===== src/design/tftp_receive_sequencer_defines.svh =====
// Assertion macros for the TFTP receive sequencer
`ifndef TFTP_RECEIVE_SEQUENCER_DEFINES_SVH
`define TFTP_RECEIVE_SEQUENCER_DEFINES_SVH

`ifndef SYNTHESIS
`define TRS_ASSERT_SAME(label, clk, rstn, ante, cons) \
    label: assert property (@(posedge clk) disable iff (!(rstn)) (ante) |-> (cons)) \
        else $error("tftp_receive_sequencer: same-cycle check failed");
`define TRS_ASSERT_NEXT(label, clk, rstn, ante, cons) \
    label: assert property (@(posedge clk) disable iff (!(rstn)) (ante) |=> (cons)) \
        else $error("tftp_receive_sequencer: next-cycle check failed");
`else
`define TRS_ASSERT_SAME(label, clk, rstn, ante, cons)
`define TRS_ASSERT_NEXT(label, clk, rstn, ante, cons)
`endif

`endif


===== src/design/tftp_rs_pkg.sv =====
// Package with types and constants for the TFTP receive sequencer
`timescale 1ns / 1ps

package tftp_rs_pkg;

    typedef enum logic [1:0] {
        CMD_START = 2'd0,
        CMD_PACKET = 2'd1,
        CMD_TICK = 2'd2,
        CMD_ABORT = 2'd3
    } cmd_t;

    typedef enum logic {
        PH_IDLE = 1'b0,
        PH_ACTIVE = 1'b1
    } phase_t;

    typedef enum logic [2:0] {
        ST_NONE = 3'd0,
        ST_OK = 3'd1,
        ST_SERVER = 3'd2,
        ST_TIMEOUT = 3'd3,
        ST_ABORT = 3'd4
    } status_t;

    localparam logic [15:0] OP_DATA = 16'd3;
    localparam logic [15:0] OP_ERROR = 16'd5;
    localparam logic [9:0] HEADER_LEN = 10'd4;

    localparam logic REG_TIMEOUT_TICKS = 1'b0;
    localparam logic REG_BLOCK_SIZE = 1'b1;

    localparam logic [15:0] TIMEOUT_RESET = 16'd5000;
    localparam logic [10:0] BLOCK_SIZE_RESET = 11'd512;

    localparam logic [15:0] TIMER_MAX = 16'hFFFF;
    localparam logic [31:0] BYTES_MAX = 32'hFFFF_FFFF;
    localparam logic [7:0] FAULT_MAX = 8'hFF;
    localparam logic [15:0] INITIAL_BLOCK = 16'd1;

endpackage


===== src/design/tftp_receive_sequencer.sv =====
// Receive-side TFTP read transfer sequencer: one event in, one result out
// Latency: a result is valid in the cycle after its request is accepted.
// Throughput: one request per cycle while m_ready takes each result; the critical path
//   is the 32-bit saturating byte add and the block size compare.
// s_ready stays high while the result register is empty or being taken.
// Reset (aresetn low, synchronous): idle session, counters cleared,
//   timeout_ticks 5000, block_size 512, no result pending.
`timescale 1ns / 1ps
`include "tftp_receive_sequencer_defines.svh"

module tftp_receive_sequencer (
    input  logic        aclk,
    input  logic        aresetn,

    input  logic        cfg_wr_en,
    input  logic        cfg_index,
    input  logic [15:0] cfg_wdata,

    input  logic        s_valid,
    output logic        s_ready,
    input  logic [1:0]  s_cmd,
    input  logic [9:0]  s_packet_len,
    input  logic [15:0] s_opcode,
    input  logic [15:0] s_block_number,
    input  logic [15:0] s_source_port,

    output logic        m_valid,
    input  logic        m_ready,
    output logic        m_send_ack,
    output logic [15:0] m_ack_number,
    output logic [15:0] m_ack_port,
    output logic        m_store_payload,
    output logic [9:0]  m_payload_bytes,
    output logic        m_finished,
    output logic [2:0]  m_status,
    output logic [15:0] m_server_error,
    output logic [31:0] m_total_bytes,
    output logic [15:0] m_total_blocks,
    output logic [7:0]  m_error_count
);

    logic [15:0] timeout_ticks_reg;
    logic [10:0] block_size_reg;

    tftp_rs_pkg::phase_t  phase_reg, phase_next;
    tftp_rs_pkg::status_t last_status_reg, last_status_next;
    logic [15:0] expected_number_reg, expected_number_next;
    logic [15:0] server_port_reg, server_port_next;
    logic        port_latched_reg, port_latched_next;
    logic [31:0] byte_count_reg, byte_count_next;
    logic [15:0] block_count_reg, block_count_next;
    logic [7:0]  fault_count_reg, fault_count_next;
    logic [15:0] wait_timer_reg, wait_timer_next;

    logic        m_valid_reg, m_valid_next;
    logic        send_ack_reg, send_ack_next;
    logic [15:0] ack_number_reg, ack_number_next;
    logic [15:0] ack_port_reg, ack_port_next;
    logic        store_payload_reg, store_payload_next;
    logic [9:0]  payload_bytes_reg, payload_bytes_next;
    logic        finished_reg, finished_next;
    logic [15:0] server_error_reg, server_error_next;

    logic        accept;
    logic [9:0]  payload_len;
    logic [32:0] byte_sum;
    logic [15:0] timer_inc;
    logic [7:0]  fault_inc;
    tftp_rs_pkg::cmd_t cmd;

    logic        finish_idle;
    logic        store_acked;
    logic        ack_open;
    logic        start_taken;
    logic        start_cleared;

    assign s_ready = !m_valid_reg || m_ready;
    assign accept = s_valid && s_ready;
    assign cmd = tftp_rs_pkg::cmd_t'(s_cmd);

    assign payload_len = s_packet_len - tftp_rs_pkg::HEADER_LEN;
    assign byte_sum = {1'b0, byte_count_reg} + {23'd0, payload_len};
    assign timer_inc = (wait_timer_reg == tftp_rs_pkg::TIMER_MAX) ?
                       tftp_rs_pkg::TIMER_MAX : wait_timer_reg + 16'd1;
    assign fault_inc = (fault_count_reg == tftp_rs_pkg::FAULT_MAX) ?
                       tftp_rs_pkg::FAULT_MAX : fault_count_reg + 8'd1;

    always_ff @(posedge aclk) begin
        if (!aresetn) begin
            timeout_ticks_reg <= tftp_rs_pkg::TIMEOUT_RESET;
            block_size_reg <= tftp_rs_pkg::BLOCK_SIZE_RESET;
        end else if (cfg_wr_en) begin
            unique case (cfg_index)
                tftp_rs_pkg::REG_TIMEOUT_TICKS: timeout_ticks_reg <= cfg_wdata;
                tftp_rs_pkg::REG_BLOCK_SIZE: block_size_reg <= cfg_wdata[10:0];
                default: ;
            endcase
        end
    end

    always_comb begin
        phase_next = phase_reg;
        last_status_next = last_status_reg;
        expected_number_next = expected_number_reg;
        server_port_next = server_port_reg;
        port_latched_next = port_latched_reg;
        byte_count_next = byte_count_reg;
        block_count_next = block_count_reg;
        fault_count_next = fault_count_reg;
        wait_timer_next = wait_timer_reg;

        m_valid_next = m_valid_reg && !m_ready;
        send_ack_next = send_ack_reg;
        ack_number_next = ack_number_reg;
        ack_port_next = ack_port_reg;
        store_payload_next = store_payload_reg;
        payload_bytes_next = payload_bytes_reg;
        finished_next = finished_reg;
        server_error_next = server_error_reg;

        if (accept) begin
            m_valid_next = 1'b1;
            send_ack_next = 1'b0;
            ack_number_next = '0;
            ack_port_next = '0;
            store_payload_next = 1'b0;
            payload_bytes_next = '0;
            finished_next = 1'b0;
            server_error_next = '0;

            if (cmd == tftp_rs_pkg::CMD_START) begin
                phase_next = tftp_rs_pkg::PH_ACTIVE;
                last_status_next = tftp_rs_pkg::ST_NONE;
                expected_number_next = tftp_rs_pkg::INITIAL_BLOCK;
                server_port_next = '0;
                port_latched_next = 1'b0;
                byte_count_next = '0;
                block_count_next = '0;
                fault_count_next = '0;
                wait_timer_next = '0;
            end else if (phase_reg == tftp_rs_pkg::PH_ACTIVE) begin
                unique case (cmd)
                    tftp_rs_pkg::CMD_PACKET: begin
                        priority if (s_packet_len < tftp_rs_pkg::HEADER_LEN) begin
                        end else if (s_opcode == tftp_rs_pkg::OP_ERROR) begin
                            server_error_next = s_block_number;
                            fault_count_next = fault_inc;
                            phase_next = tftp_rs_pkg::PH_IDLE;
                            last_status_next = tftp_rs_pkg::ST_SERVER;
                            finished_next = 1'b1;
                        end else if (s_opcode == tftp_rs_pkg::OP_DATA) begin
                            if (!port_latched_reg) begin
                                server_port_next = s_source_port;
                                port_latched_next = 1'b1;
                            end
                            if (s_block_number == expected_number_reg) begin
                                payload_bytes_next = payload_len;
                                store_payload_next = (payload_len != '0);
                                byte_count_next = byte_sum[32] ?
                                                  tftp_rs_pkg::BYTES_MAX : byte_sum[31:0];
                                block_count_next = block_count_reg + 16'd1;
                                send_ack_next = 1'b1;
                                ack_number_next = s_block_number;
                                ack_port_next = port_latched_reg ?
                                                server_port_reg : s_source_port;
                                expected_number_next = expected_number_reg + 16'd1;
                                wait_timer_next = '0;
                                if ({1'b0, payload_len} < block_size_reg) begin
                                    phase_next = tftp_rs_pkg::PH_IDLE;
                                    last_status_next = tftp_rs_pkg::ST_OK;
                                    finished_next = 1'b1;
                                end
                            end
                        end else begin
                        end
                    end
                    tftp_rs_pkg::CMD_TICK: begin
                        wait_timer_next = timer_inc;
                        if (timer_inc >= timeout_ticks_reg) begin
                            fault_count_next = fault_inc;
                            phase_next = tftp_rs_pkg::PH_IDLE;
                            last_status_next = tftp_rs_pkg::ST_TIMEOUT;
                            finished_next = 1'b1;
                        end
                    end
                    tftp_rs_pkg::CMD_ABORT: begin
                        phase_next = tftp_rs_pkg::PH_IDLE;
                        last_status_next = tftp_rs_pkg::ST_ABORT;
                        finished_next = 1'b1;
                    end
                    default: ;
                endcase
            end
        end
    end

    always_ff @(posedge aclk) begin
        if (!aresetn) begin
            phase_reg <= tftp_rs_pkg::PH_IDLE;
            last_status_reg <= tftp_rs_pkg::ST_NONE;
            expected_number_reg <= tftp_rs_pkg::INITIAL_BLOCK;
            server_port_reg <= '0;
            port_latched_reg <= 1'b0;
            byte_count_reg <= '0;
            block_count_reg <= '0;
            fault_count_reg <= '0;
            wait_timer_reg <= '0;
            m_valid_reg <= 1'b0;
        end else begin
            phase_reg <= phase_next;
            last_status_reg <= last_status_next;
            expected_number_reg <= expected_number_next;
            server_port_reg <= server_port_next;
            port_latched_reg <= port_latched_next;
            byte_count_reg <= byte_count_next;
            block_count_reg <= block_count_next;
            fault_count_reg <= fault_count_next;
            wait_timer_reg <= wait_timer_next;
            m_valid_reg <= m_valid_next;
        end
    end

    always_ff @(posedge aclk) begin
        send_ack_reg <= send_ack_next;
        ack_number_reg <= ack_number_next;
        ack_port_reg <= ack_port_next;
        store_payload_reg <= store_payload_next;
        payload_bytes_reg <= payload_bytes_next;
        finished_reg <= finished_next;
        server_error_reg <= server_error_next;
    end

    assign m_valid = m_valid_reg;
    assign m_send_ack = send_ack_reg;
    assign m_ack_number = ack_number_reg;
    assign m_ack_port = ack_port_reg;
    assign m_store_payload = store_payload_reg;
    assign m_payload_bytes = payload_bytes_reg;
    assign m_finished = finished_reg;
    assign m_status = last_status_reg;
    assign m_server_error = server_error_reg;
    assign m_total_bytes = byte_count_reg;
    assign m_total_blocks = block_count_reg;
    assign m_error_count = fault_count_reg;

    assign finish_idle = (m_status != tftp_rs_pkg::ST_NONE) &&
                         (phase_reg == tftp_rs_pkg::PH_IDLE);
    assign store_acked = m_send_ack && (m_payload_bytes != '0);
    assign ack_open = (phase_reg == tftp_rs_pkg::PH_ACTIVE) && port_latched_reg;
    assign start_taken = accept && (cmd == tftp_rs_pkg::CMD_START);
    assign start_cleared = m_valid && (m_status == tftp_rs_pkg::ST_NONE) &&
                           (m_total_bytes == '0) && (m_error_count == '0);

    `TRS_ASSERT_SAME(a_finish_has_status, aclk, aresetn, m_valid && m_finished, finish_idle)
    `TRS_ASSERT_SAME(a_store_needs_ack, aclk, aresetn, m_valid && m_store_payload, store_acked)
    `TRS_ASSERT_SAME(a_ack_while_open, aclk, aresetn, m_valid && m_send_ack && !m_finished, ack_open)
    `TRS_ASSERT_NEXT(a_start_clears, aclk, aresetn, start_taken, start_cleared)

endmodule

===== config.mk =====
export PLATFORM = sky130hd
export DESIGN_NAME = tftp_receive_sequencer
export DESIGN_NICKNAME = d
export VERILOG_FILES = /design/src/design/tftp_rs_pkg.sv /design/src/design/tftp_receive_sequencer.sv
export VERILOG_INCLUDE_DIRS = /design/src /design/src/design
export SDC_FILE = /design/constraint.sdc
export NUM_CORES = 1
export LEC_CHECK = 0
export ABC_AREA = 1
export BUFFER_PORTS_ARGS = -buffer_cell sky130_fd_sc_hd__buf_2
export CORE_MARGIN = 10
export CORE_UTILIZATION = 56
export CTS_BUF_LIST = sky130_fd_sc_hd__clkbuf_16
export DETAILED_ROUTE_END_ITERATION = 12
export PLACE_DENSITY = 0.89
export SETUP_SLACK_MARGIN = 0.4
export SYNTH_ARGS = -nofsm -noshare
export SYNTH_HDL_FRONTEND = slang
export SYNTH_SLANG_ARGS = --single-unit

===== constraint.sdc =====
create_clock -name aclk -period 6.26 [get_ports aclk]
set_input_delay 0 -clock aclk [delete_from_list [all_inputs] [get_ports aclk]]
set_output_delay 0 -clock aclk [all_outputs]
set_load 0.02 [all_outputs]

==> impl_metrics.toml, run 1 <==
[synthesis]
yosys.area_share.simple = 0.282
synth_ff_type = "dfxtp_1"
syn_inst = 1502
synth_area_per_cell_sq_um = 7.23
synthesis.area_sq_um = 10900
synthXorXnorAreaFrac = 0.0282
synth_top_family_by_area = "simple AND/OR/NAND/NOR gates"
synth_top_area_share = 0.252
synth_edf_count = 61
synth_adder_area_share = 0.0491
synth_compound_area_frac = 0.128
synth_mux_area_frac = 0
synth_warnings = 0
synthArstFlopShare = 0
synth_seq_area_share = 0.421
syn-num-nets = 1626
ys_ff_latch = 198
synth_top_cell_by_area = "dfxtp_1"
ys_types = 48
synth_area_leaders = "dfxtp_1 25%, edfxtp_1 17%, nand2_1 12%, inv_1 6.9%, nor2_1 6.4%"

[cts]
ctsResizeCount = 0
cts_max_path_buffers = 2
cts_root_buffer = "clkbuf_16"
clock-sinks = 198
cts_made_buffers = 17
cts.clk_slew.worst_paths_ps = 70
insertion_delay_ps = 440
cts_tree = "done"
htreeDepth = 4

[timing]
finClkSkew_ps = 12.2
min_period_ps = 3760
period_share = 0.600
hold_viol_final = 0
setup_viol = 0
grt_setup_unrepaired = "no"
fin_setup_tns_ps = 0
slew_headroom = 0.225
max_slew.worst_pin.slew_ps = 1160
max_freq_mhz = 266
drv_slew = 0

[critical_path]
cp_top_family = "buffers and inverters"
setup.worst_path.class = "input port to register"
critical_path.cell_chain = "dlygate4sd3_1, buf_2, inv_1, ha_1, nor3b_2, nand2_1, xor2_1, inv_1, ha_1, nand2_1, nor2_1, inv_1, o21bai_2, nand3_1, inv_1, o21ai_0, a21oi_1"
endpoint_kind = "register"
rr_startpoint = "wait_timer_reg[0]$_SDFFE_PN0P_"
slowest_stage = "dlygate4sd3_1"
worst-path-max-fanout = 12
slowest_delay_ps = 530
cp.required_ps = 6620
cp.buffers_inverters = 6
reg2reg_depth = 23
r2r_slack_ps = 2620
worstSetupStartpointType = "input port"
cp_common_cell = "inv_1"
cp.arrival_ps = 4120
reg2reg_to = "m_status[1]$_SDFFE_PN0P_"

[floorplan]
die_h_microns = 159
dieArea_sq_um = 25400
io_pins = 204
start_util = 0.575
fp-row-count = 50
dieWidth_microns = 159
core_sq_um = 18900

[finish]
nets = 1862
final_common_cell = "nand2_1"
fin_cells = 2012
largest_reg_flops = 32
layout_common_cells = "358 x nand2_1, 203 x buf_2, 199 x inv_1"
drive_gt1_frac = 0.160
area_growth_pct = 21.5
fin_util = 0.699

[detailed_routing]
dr.pass1.iters = 5
wirelength_microns = 32700
ant_nets = 0
viasPerCell = 5.48
route.detailed.drc = 0
vias = 11000
drt-initial-drc-count = 951
wire_per_inst_microns = 16.3

[global_routing]
grtUsageMet2 = 0.433
grt_max_degree = 70
gr-total-overflow = 0
met3_usage = 0.0470
grt_pass1_wl_microns = 52800
grtUsageTotal = 0.247
grt.met1_usage = 0.293
antenna_found_initial = 1
grt_pass1_vias = 10500
top_usage_layer = "met2"

[placement]
hpwl_microns = 22900
io_buffers = 203
place_congestion = 0.927
placed_cells = 1925

[min_path]
hp-start = "s_source_port[4]"
holdPathStages = 3
hold_end = "m_ack_port[4]$_SDFFCE_PP0P_"
hold_class = "input port to register"

[pwr]
ir_drop_uv = 189
powerDensity_nw_per_um2 = 211
p_leak_nw = 5.87

[run]
cap_violations = 0

[outcome]
status = "complete, no violations"
power by group:
part | internal [mW] | leakage, nW | total [mW] | switching [mW]
Clock | 0.609 | 0.296 | 1.15 | 0.541
Sequential | 1.35 | 1.73 | 1.36 | 0.0117
Combinational | 0.0962 | 3.84 | 0.268 | 0.172
Total | 2.06 | 5.87 | 2.78 | 0.724
synthesized netlist by cell type, drive strengths merged (2+ instances only):
cell type	count
ha	41
nor3	30
buf	19
or2	6
nand3b	3
inv	207
o21bai	2
nand2	362
o22ai	16
xnor2	4
a21oi	130
clkbuf	26
a21o	2
nand3	78
nor2	188
o211ai	7
o21ai	99
clkinv	2
xor2	31
nand4	26
dfxtp	137
edfxtp	61
nor4	15
a31oi	2
worst min-delay path, stage by stage:
cell and delay, ps:
buf_2 80, o21ai_0 90, nor2_1 150
through the flow:
stage	power, mW	setup slack (ps)	hold slack [ps]	instance area (sq um)
floorplan	1.54	1230	130	10900
global placement	1.62	2890	222	12000
detailed placement	1.63	2740	228	12000
CTS	2.78	2630	19.4	13200
global route	2.87	2160	32.0	13200
finish	2.78	2500	8.72	13200
worst max path at each step:
stage,depth (start not counted),slack [ps],endpoint,startpoint
after floorplan,9,1230,m_total_bytes[20]$_SDFFE_PN0P_,m_valid$_SDFF_PN0_
after global placement,23,2890,m_status[1]$_SDFFE_PN0P_,wait_timer_reg[0]$_SDFFE_PN0P_
after detailed placement,21,2740,m_status[1]$_SDFFE_PN0P_,wait_timer_reg[0]$_SDFFE_PN0P_
after CTS,17,2630,m_total_bytes[9]$_SDFFE_PN0P_,s_packet_len[2]
after global routing,23,2160,m_status[1]$_SDFFE_PN0P_,wait_timer_reg[0]$_SDFFE_PN0P_
final,17,2500,m_total_bytes[9]$_SDFFE_PN0P_,s_packet_len[2]
cell type report:
type                            instances  area [sq um]
Fill cell                            1534          5700
Multi-Input combinational cell       1050          5310
Sequential cell                       198          4570
Timing Repair Buffer                  262          1590
Inverter                              209           785
Clock buffer                           17           425
Tap cell                              260           325
Clock inverter                         15           185
Antenna cell                            1          2.50
routing by layer:
metal,part of all wire,vias up
li1,-,5362
met1,0.40,5080
met2,0.50,510
met3,0.075,66
met4,0.025,0
met5,0,-
kinds of logic after synthesis:
logic type	Yosys count
compound gates	261
xor+xnor	35
fa+ha+maj	42
buf+inv	254
flops	198
simple gates	712
timing repair:
action | CTS | global route
hold buffers | 54 | 0
buffers inserted | 0 | 0
endpoints found under the hold margin | 83 | 0
No activity file was read; power rests on OpenSTA's default activity.
==> inputs of run 2 (changes only) <==
Settings changed: CORE_UTILIZATION 56 to 51, PLACE_DENSITY 0.89 to 0.86.
Clock period 6.26 ns to 3.3 ns, I/O delays scaled along.
==> impl_metrics.toml, run 2 (synthesis results as in run 1) <==
[outcome]
status = "complete, no violations"

[timing]
grt_setup_unrepaired = "yes"
period_share = 0.944
max_slew.worst_pin.slew_ps = 1000
drv_slew = 0
min_period_ps = 3110
finClkSkew_ps = 13.5
whs_ps = 37.0
slew_headroom = 0.333
hold_viol_final = 0
setup_viol = 0
max_freq_mhz = 321

[global_routing]
grt_max_degree = 64
gr-total-overflow = 0
grtUsageTotal = 0.230
grt_pass1_vias = 10800
grt_pass1_wl_microns = 53700
antenna_found_initial = 0

[cts]
cts_max_path_buffers = 2
cts_made_buffers = 17
cts.clk_slew.worst_paths_ps = 80
htreeDepth = 4
cts_tree = "done"
cts_root_buffer = "clkbuf_16"
insertion_delay_ps = 440
clock-sinks = 198

[placement]
hpwl_microns = 23400
place_congestion = 0.933
io_buffers = 203

[critical_path]
worstSetupStartpointType = "register"
critical_path.cell_chain = "ha_4, nand2_2, inv_2, nand2_2, nor3_4, inv_2, nor3_4, nand3_2, nor2_4, inv_6, buf_4, nand3_2, ha_1, nand2_1, nor2_2, o21ai_2, nand2_1, nand2_1, nand4_1, nand4_1, buf_4, o21ai_1, inv_1, nor2_1"
endpoint_kind = "register"
slowest_stage = "dfxtp_2"
worst-path-max-fanout = 11
setup.worst_path.class = "register to register"
cp.arrival_ps = 3500
cp_common_cell = "nand2_1"
slowest_delay_ps = 360
cp.required_ps = 3690

[floorplan]
io_pins = 204
dieArea_sq_um = 27500
start_util = 0.517
dieWidth_microns = 166
fp-row-count = 53
core_sq_um = 21000
die_h_microns = 166

[pwr]
powerDensity_nw_per_um2 = 384
total_power_mw = 5.24
ir_drop_uv = 343
intPower_mw = 3.84
p_leak_nw = 6.02
p_seq_frac = 0.493
power_frac_clock = 0.405
p_comb_frac = 0.101
switching_share = 0.267
p_sw_mw = 1.40

[detailed_routing]
wire_per_inst_microns = 16.4
dr.pass1.iters = 6
viasPerCell = 5.45
vias = 11200
drt-initial-drc-count = 1152
route.detailed.drc = 0
wirelength_microns = 33600
ant_nets = 0

[finish]
fin_util = 0.649
nets = 1889
final_common_cell = "nand2_1"
layout_common_cells = "353 x nand2_1, 203 x buf_2, 199 x inv_1"
largest_reg_flops = 32
area_growth_pct = 25.5
drive_gt1_frac = 0.191
antenna_cells = 0

[min_path]
hold_class = "input port to register"

[run]
cap_violations = 0
-- run 2: changes by cell type in the layout (fill, tap and decap cells not counted), moves of 5 or more --
cell / before / now
ha_1: 41 / 36
nand2_1: 358 / 353
o21ai_0: 92 / 83
a21oi_1: 128 / 123
o21ai_1: 2 / 7
nand2_2: 3 / 8
buf_4: 5 / 27
ha_4: 0 / 5
-- run 2: stage by stage --
stage / setup TNS (ps) / setup WS (ps) / cell area [sq um] / cells
2_1_floorplan: 0 / 398 / 10900 / 1502
6_report: 0 / 186 / 13600 / 2053
4_1_cts: 0 / 177 / 13400 / 2045
5_1_grt: -38.9 / -22.4 / 13600 / 2053
3_5_place_dp: -379 / -60.5 / 12200 / 1949
3_3_place_gp: 0 / 68.3 / 12200 / 1949
-- run 2: metal layers --
metal	share of wire	wire (microns)	track usage	up-vias
met4	0.026	873	0.0790	0
met3	0.067	2260	0.0388	75
met1	0.41	13800	0.272	5164
met5	0	0	0	-
met2	0.50	16700	0.410	514
li1	-	-	-	5431
-- run 2: area by class of cell --
type	instances	area, sq um
inverters	209	795
clock buffers	17	425
repair buffers	287	1800
flip-flops and latches	198	4580
well taps	275	344
clock inverters	15	161
fillers	1732	7390
multi-input cells	1051	5520
repair inverters	1	5.00
-- run 2: power groups by stage --
| stage | Sequential [mW] | Clock, mW | Combinational (mW) |
|---|---|---|---|
| 2_1_floorplan | 2.68 | 0 | 0.230 |
| 3_3_place_gp | 2.64 | 0 | 0.440 |
| 3_5_place_dp | 2.64 | 0 | 0.451 |
| 4_1_cts | 2.58 | 2.15 | 0.513 |
| 5_1_grt | 2.59 | 2.23 | 0.582 |
| 6_report | 2.58 | 2.12 | 0.530 |
-- run 2: worst max-delay path: cells and delay by family (launching register included) --
family,cells,cell delay (ps)
compound gates,2,210
fa+ha+maj,2,270
buf+inv,6,630
flops,1,360
simple gates,14,1580
-- run 2: path summary, 6_finish.rpt --
check,from,endpoint,slack [ps],cells past startpoint
worst max-delay path,wait_timer_reg[1]$_SDFFE_PN0P_,m_error_count[7]$_SDFFE_PN0P_,190,24
worst max register to register,wait_timer_reg[1]$_SDFFE_PN0P_,m_error_count[7]$_SDFFE_PN0P_,190,24
worst min-delay path,cfg_index,timeout_ticks_reg[8]$_SDFFE_PN1P_,40,4
worst min register to register,block_size_reg[8]$_SDFFE_PN0P_,block_size_reg[8]$_SDFFE_PN0P_,470,2
-- run 2: what timing repair did --
item / in CTS / in global routing
endpoints found under the setup margin: 13 / 48
pin swaps: 9 / 16
gates resized for setup: 19 / 29
hold buffers: 54 / 0
endpoints found under the hold margin: 82 / 0
gates cloned: 1 / 2
setup buffers: 9 / 6
==> inputs of run 3 (changes only) <==
--- a/config.mk
+++ b/config.mk
@@ -14,3 +14,3 @@
 export DETAILED_ROUTE_END_ITERATION = 12
-export PLACE_DENSITY = 0.86
+export PLACE_DENSITY = 0.77
 export SETUP_SLACK_MARGIN = 0.4
--- a/constraint.sdc
+++ b/constraint.sdc
@@ -3,2 +3,2 @@
 set_output_delay 0 -clock aclk [all_outputs]
-set_load 0.02 [all_outputs]
+set_load 0.05 [all_outputs]
==> impl_metrics.toml, run 3 (synthesis results as in run 1) <==
[outcome]
status = "complete, no violations"

[timing]
grt_setup_unrepaired = "yes"
max_freq_mhz = 308
min_period_ps = 3240
whs_ps = 36.6
drv_slew = 0
finClkSkew_ps = 15.0
setup_viol = 0
period_share = 0.983
hold_viol_final = 0
slew_headroom = 0.371
max_slew.worst_pin.slew_ps = 942

[cts]
cts_made_buffers = 17
clock-sinks = 198
cts_max_path_buffers = 2
insertion_delay_ps = 440
htreeDepth = 4
cts_root_buffer = "clkbuf_16"
cts_tree = "done"
cts.clk_slew.worst_paths_ps = 80

[critical_path]
slowest_delay_ps = 370
cp_common_cell = "nand2_1"
cp.arrival_ps = 3600
endpoint_kind = "register"
rr_startpoint = "wait_timer_reg[0]$_SDFFE_PN0P_"
setup.worst_path.class = "register to register"
cp.required_ps = 3650
slowest_stage = "dfxtp_2"
worst-path-max-fanout = 6
worstSetupStartpointType = "register"
crit_start = "wait_timer_reg[0]$_SDFFE_PN0P_"
critical_path.cell_chain = "ha_4, nand2_2, inv_2, nand2_4, nor3_4, inv_2, nor3_4, nand3_2, nor2_4, buf_12, inv_8, nand3_4, ha_4, a21o_1, o21ai_1, nand2_1, nand2_1, nand4_1, nand2_2, clkinv_4, o21ai_4, nand2_1, a21oi_1"

[detailed_routing]
ant_nets = 0
dr.pass1.iters = 6
wirelength_microns = 33100
drt-initial-drc-count = 923
route.detailed.drc = 0
viasPerCell = 5.38
vias = 11100
wire_per_inst_microns = 16.1

[finish]
drive_gt1_frac = 0.203
largest_reg_flops = 32
layout_common_cells = "348 x nand2_1, 204 x buf_2, 199 x inv_1"
area_growth_pct = 27.8
fillers = 1715
final_common_cell = "nand2_1"
antenna_cells = 0
nets = 1895

[floorplan]
start_util = 0.517
dieArea_sq_um = 27500
core_sq_um = 21000
fp-row-count = 53
io_pins = 204
die_h_microns = 166
dieWidth_microns = 166

[min_path]
hold_class = "input port to register"
hp-start = "s_packet_len[1]"

[run]
cap_violations = 0

[global_routing]
grt_max_degree = 64
grt_pass1_vias = 10600
met3_usage = 0.0473
grtUsageTotal = 0.224
gr-total-overflow = 0
grt.met1_usage = 0.276
grtUsageMet2 = 0.379
grt_pass1_wl_microns = 52600
antenna_found_initial = 0
top_usage_layer = "met2"

[pwr]
powerDensity_nw_per_um2 = 388
ir_drop_uv = 368
total_power_mw = 5.38
p_leak_nw = 6.08

[placement]
io_buffers = 203
place_congestion = 0.960
hpwl_microns = 22600
## run 3: changes by cell type in the layout (fill, tap and decap cells not counted), moves of 3 or more
cell     delta
ha_1        -8
nand2_2     +4
o21ai_0     -3
ha_4        +8
nand2_1     -5
inv_6       -4
## run 3: final timing paths
path / to / slack (ps) / cells past startpoint
worst max register to register: m_status[1]$_SDFFE_PN0P_ / 60 / 23
worst min register to register: block_size_reg[8]$_SDFFE_PN0P_ / 470 / 2
worst min-delay path: m_payload_bytes[1]$_SDFFCE_PP0P_ / 40 / 3
worst max-delay path: m_status[1]$_SDFFE_PN0P_ / 60 / 23
## run 3: repair_timing
| item | in CTS | in global routing |
|---|---|---|
| hold buffers | 56 | 0 |
| setup buffers | 12 | 6 |
| gates cloned | 2 | 2 |
| gates resized for setup | 21 | 55 |
| endpoints found under the setup margin | 13 | 40 |
| pin swaps | 17 | 20 |
| hold endpoints to repair | 83 | 0 |
## run 3: worst max-delay path: cells and delay by family (launching register included)
family / cells / cell delay [ps]
AO/OA/AOI/OAI: 4 / 550
adder cells (fa/ha/maj): 2 / 350
buffers and inverters: 5 / 460
flip-flops: 1 / 370
AND/OR/NAND/NOR: 12 / 1390
## run 3: power breakdown
part           internal (mW)  leakage [nW]  switching [mW]
sequential              2.56          1.73          0.0210
combinational          0.202          4.05           0.416
clock                   1.15         0.299            1.03
## run 3: per-stage QoR
stage | std cells | util | cell area, sq um | setup TNS (ps) | worst slack [ps]
floorplan | 1502 | - | 10900 | 0 | 385
global placement | 1949 | 0.578 | 12200 | 0 | 74.0
detailed placement | 1949 | 0.578 | 12200 | -263 | -61.2
CTS | 2051 | 0.642 | 13500 | 0 | 54.9
global route | 2059 | 0.660 | 13900 | -1400 | -166
finish | 2059 | 0.660 | 13900 | 0 | 55.8
## run 3: area by class of cell
class	count	area, sq um	area share
multi-input combinational	1050	5670	0.408
sequential	198	4580	0.330
timing repair buffer	292	1860	0.134
inverter	209	801	0.0577
clock buffer	17	425	0.0306
tap	275	344	0.0248
clock inverter	15	188	0.0135
timing repair inverter	3	18.8	0.00135
## run 3: per-layer routing
| layer | up-vias | part of all wire |
|---|---|---|
| met2 | 442 | 0.48 |
| met4 | 0 | 0.028 |
| met1 | 5128 | 0.42 |
| li1 | 5439 | - |
| met5 | - | 0 |
| met3 | 70 | 0.073 |
